$ cat src/rtl/shortest_path_search_core_assert.svh
// assertion macros for the shortest path search core
// used by rtl/shortest_path_search_core.sv; needs clk and rst_n in scope
`ifndef SHORTEST_PATH_SEARCH_CORE_ASSERT_SVH
`define SHORTEST_PATH_SEARCH_CORE_ASSERT_SVH
`ifndef ASSERT_OFF
`define SPSC_ASSERT_IMP(lbl, ante, cons) \
  lbl: assert property (@(posedge clk) disable iff (!rst_n) (ante) |-> (cons)) \
    else $error("spsc assertion failed");
`define SPSC_ASSERT_NXT(lbl, ante, cons) \
  lbl: assert property (@(posedge clk) disable iff (!rst_n) (ante) |=> (cons)) \
    else $error("spsc assertion failed");
`else
`define SPSC_ASSERT_IMP(lbl, ante, cons)
`define SPSC_ASSERT_NXT(lbl, ante, cons)
`endif
`endif

$ cat src/rtl/spsc_ram.sv
// simple dual port memory, one write and one registered read per cycle
// no dependencies
`default_nettype none
module spsc_ram #(
  parameter int WIDTH = 8,
  parameter int DEPTH = 16,
  parameter int AW    = 4
) (
  input  wire logic             clk,
  input  wire logic             we,
  input  wire logic [AW-1:0]    waddr,
  input  wire logic [WIDTH-1:0] wdata,
  input  wire logic [AW-1:0]    raddr,
  output logic      [WIDTH-1:0] rdata
);
  logic [WIDTH-1:0] mem [0:DEPTH-1];

  always_ff @(posedge clk) begin
    if (we) begin
      mem[waddr] <= wdata;
    end
    rdata <= mem[raddr];
  end
endmodule
`default_nettype wire

$ cat config.mk
export PLATFORM = sky130hd
export DESIGN_NAME = spsc_ram
export DESIGN_NICKNAME = d
export VERILOG_FILES = /design/src/rtl/shortest_path_search_core_assert.svh /design/src/rtl/spsc_ram.sv
export SDC_FILE = /design/constraint.sdc
export NUM_CORES = 1
export LEC_CHECK = 0
export BUFFER_PORTS_ARGS = -buffer_cell sky130_fd_sc_hd__buf_2
export CORE_MARGIN = 8
export CORE_UTILIZATION = 54
export DETAILED_ROUTE_END_ITERATION = 6
export PLACE_DENSITY = 0.72
export SLEW_MARGIN = 20
export SYNTH_ARGS = -nofsm -noshare
export SYNTH_HDL_FRONTEND = slang
export SYNTH_SLANG_ARGS = --single-unit
$ cat constraint.sdc
create_clock -name clk -period 1.7 [get_ports clk]
set_clock_uncertainty 0.1 [all_clocks]
set_input_delay 0.085 -clock clk [delete_from_list [all_inputs] [get_ports clk]]
set_output_delay 0.085 -clock clk [all_outputs]
set_load 0.05 [all_outputs]
==> impl_metrics.toml <==
[outcome]
status = "complete, no violations"

[power_and_ir_drop]
seqPwrFrac = 0.476
ir_drop_mv = 0.8753
netSwitchingFraction = 0.2040
p_comb_frac = 0.055
power_density_nw_per_um2 = 1271
p_int_mw = 6.313
clockPowerShare = 0.469
power.switching_mw = 1.618
leakage_nw = 2.145

[sta]
tightest_slew_ns = 0.4203
fmax_mhz = 648.4
slew_viol_final = 0
fin_setup_tns_ns = 0
post-route-period-util = 0.9072
finalSetupViolations = 0
rsz0062_at_grt = "false"
hold_violations = 0
min_period_ns = 1.542
slew_headroom = 0.7198

[placement]
place.gp.congestion = 0.7095
placed_cell_area_sq_um = 5543
place_hpwl_mm = 5.977
portBuffers = 25

[clock_tree]
clock_latency_ns = 0.51
clkTransAtPathRegs_ns = 0.06
clkSinkCount = 136
htree_levels = 4
clk_path_buf_depth = 2
cts.repair.resized = 0
numCtsBuffers = 17
cts_tree = "yes"
cts-root-buf = "clkbuf_8"

[global_route]
grt_usage = 0.1583
grt_pass1_vias = 2597
antenna_found_initial = 0
gr-total-overflow = 0
grt_pass1_wl_mm = 14.58
grt_max_degree = 33

[final_layout]
area_growth_pct = 21.17
fill_cells = 580
seq_area_sq_um = 4004
fin_nets = 310
drive_above_1_share = 0.3148
fin_area_sq_um = 6237
n_antenna_cell = 0
multiInputGateArea_sq_um = 1057

[worst_setup_path]
cp.arrival_ns = 1.83
criticalPathCategory = "reg2reg"
crit_fanout = 1
cp-end-kind = "register"
crit_path_start_kind = "register"
crit_required_ns = 1.99

[routing]
dr.first_iter.drc_count = 160
via_count = 2429
routed_via_density = 5.597
firstDrtPassIters = 5
post_drt_wl_per_cell_um = 21.93
routed_wl_mm = 9.517
drtAntennaViolNets = 0
drc = 0

[synth]
ys_top_cells_by_area = "edfxtp_1 (75%), mux4_2 (7.9%), mux4_1 (7.1%)"
ys_types = 19
synth_nets = 247
synth_seq_area_share = 0.7778
ys_ff_latch = 136
mappedNetlistArea_sq_um = 5147
synth_top_cell_by_area = "edfxtp_1"
yosysTopAreaCellShare = 0.7467
syn_area_per_cell_sq_um = 22.48
ys_warn_count = 0
netlist_instances = 229

[hold_path]
hold_path_class = "in2reg"

[floorplan]
core_sq_um = 9240
num_rows = 35
io_pins = 26
die_w_um = 113.6
die-area_sq_um = 12910
initial_core_util = 0.5571
dieHeight_um = 113.6

[job]
cap_violations = 0
-- registers in the layout, summed over array words and instances, names as in the netlist --
register / count
rdata: 8
mem: 128
-- per-stage QoR --
stage / setup WS [ns] / utilization / hold WS (ns) / power [mW] / cells
after detailed placement: 0.1005 / 0.5999 / 0.3776 / 4.270 / 394
after floorplan: 0.02213 / - / 0.08387 / 4.103 / 229
final: 0.1578 / 0.6750 / 0.03365 / 7.930 / 434
after global routing: 0.1381 / 0.6750 / 0.02280 / 8.144 / 434
after global placement: 0.1198 / 0.5999 / 0.3723 / 4.260 / 394
after CTS: 0.1512 / 0.6750 / 0.005624 / 8.001 / 434
-- cell usage after synthesis --
library cell / number
edfxtp_1: 128
mux4_2: 18
a22oi_1: 16
mux4_1: 14
nor2_1: 13
nand2_1: 9
dfxtp_1: 8
nor3_1: 4
buf_2: 3
buf_6: 3
clkdlybuf4s25_2: 3
nand2b_1: 2
nand3b_1: 2
and2_1: 1
and2b_1: 1
buf_4: 1
nand3_1: 1
nor2b_1: 1
or3b_2: 1
-- critical path, cell delays in order, from the launching register on --
cell and delay, ns:
edfxtp_1 0.41, mux4_1 0.53, a22oi_1 0.28, nand2_1 0.10
-- final timing paths --
kind              startpoint        end  slack (ns)  cells past startpoint
hold / removal      waddr[0]  mem[0][7]        0.03                      3
setup / recovery   mem[1][5]   rdata[5]        0.16                      3
setup reg to reg   mem[1][5]   rdata[5]        0.16                      3
hold reg to reg    mem[6][4]   rdata[4]        0.58                      3
-- per-layer routing --
metal  vias to the layer above  track usage  share of wire
met5                         -            0              0
met4                         0      0.06927          0.018
li1                       1103            -              -
met3                        13      0.04173          0.069
met1                      1220       0.1954           0.41
met2                        93       0.2584           0.50
-- power by group through the flow --
stage,registers (mW),clock network [mW],logic (mW)
6_report,3.78,3.72,0.434
3_5_place_dp,3.85,0,0.424
5_1_grt,3.78,3.90,0.464
4_1_cts,3.78,3.78,0.442
3_3_place_gp,3.84,0,0.418
2_1_floorplan,3.91,0,0.190
-- cell families after synthesis --
| logic type | Yosys count | share of synthesized area |
|---|---|---|
| flip-flops | 136 | 0.7778 |
| AO/OA/AOI/OAI | 16 | 0.02334 |
| AND/OR/NAND/NOR | 35 | 0.03184 |
| buffers and inverters | 10 | 0.01677 |
| multiplexers | 32 | 0.1502 |
-- layout make-up --
class | instances | area share
clock buffers | 18 | 0.06700
multi-input cells | 83 | 0.1695
clock inverters | 14 | 0.03149
well taps | 129 | 0.02588
flip-flops and latches | 136 | 0.6419
repair buffers | 54 | 0.06419
-- cell usage in the layout, fill, tap and decap left out, drive strengths merged --
master,count
dfxtp,8
nor2,13
nand2,9
buf,46
mux4,32
edfxtp,128
a22oi,16
or3b,1
bufinv,4
clkbuf,18
inv,4
nand3,1
dlygate4sd3,8
clkinv,3
clkinvlp,3
nor3,4
and2,1
nor2b,1
nand3b,2
nand2b,2
and2b,1
-- timing repair --
action                                 4_1_cts  5_1_grt
buffers inserted                             0        0
endpoints found under the hold margin      128        0
hold buffers                                 8        0
Note: power is estimated with default switching activity, not from simulation.
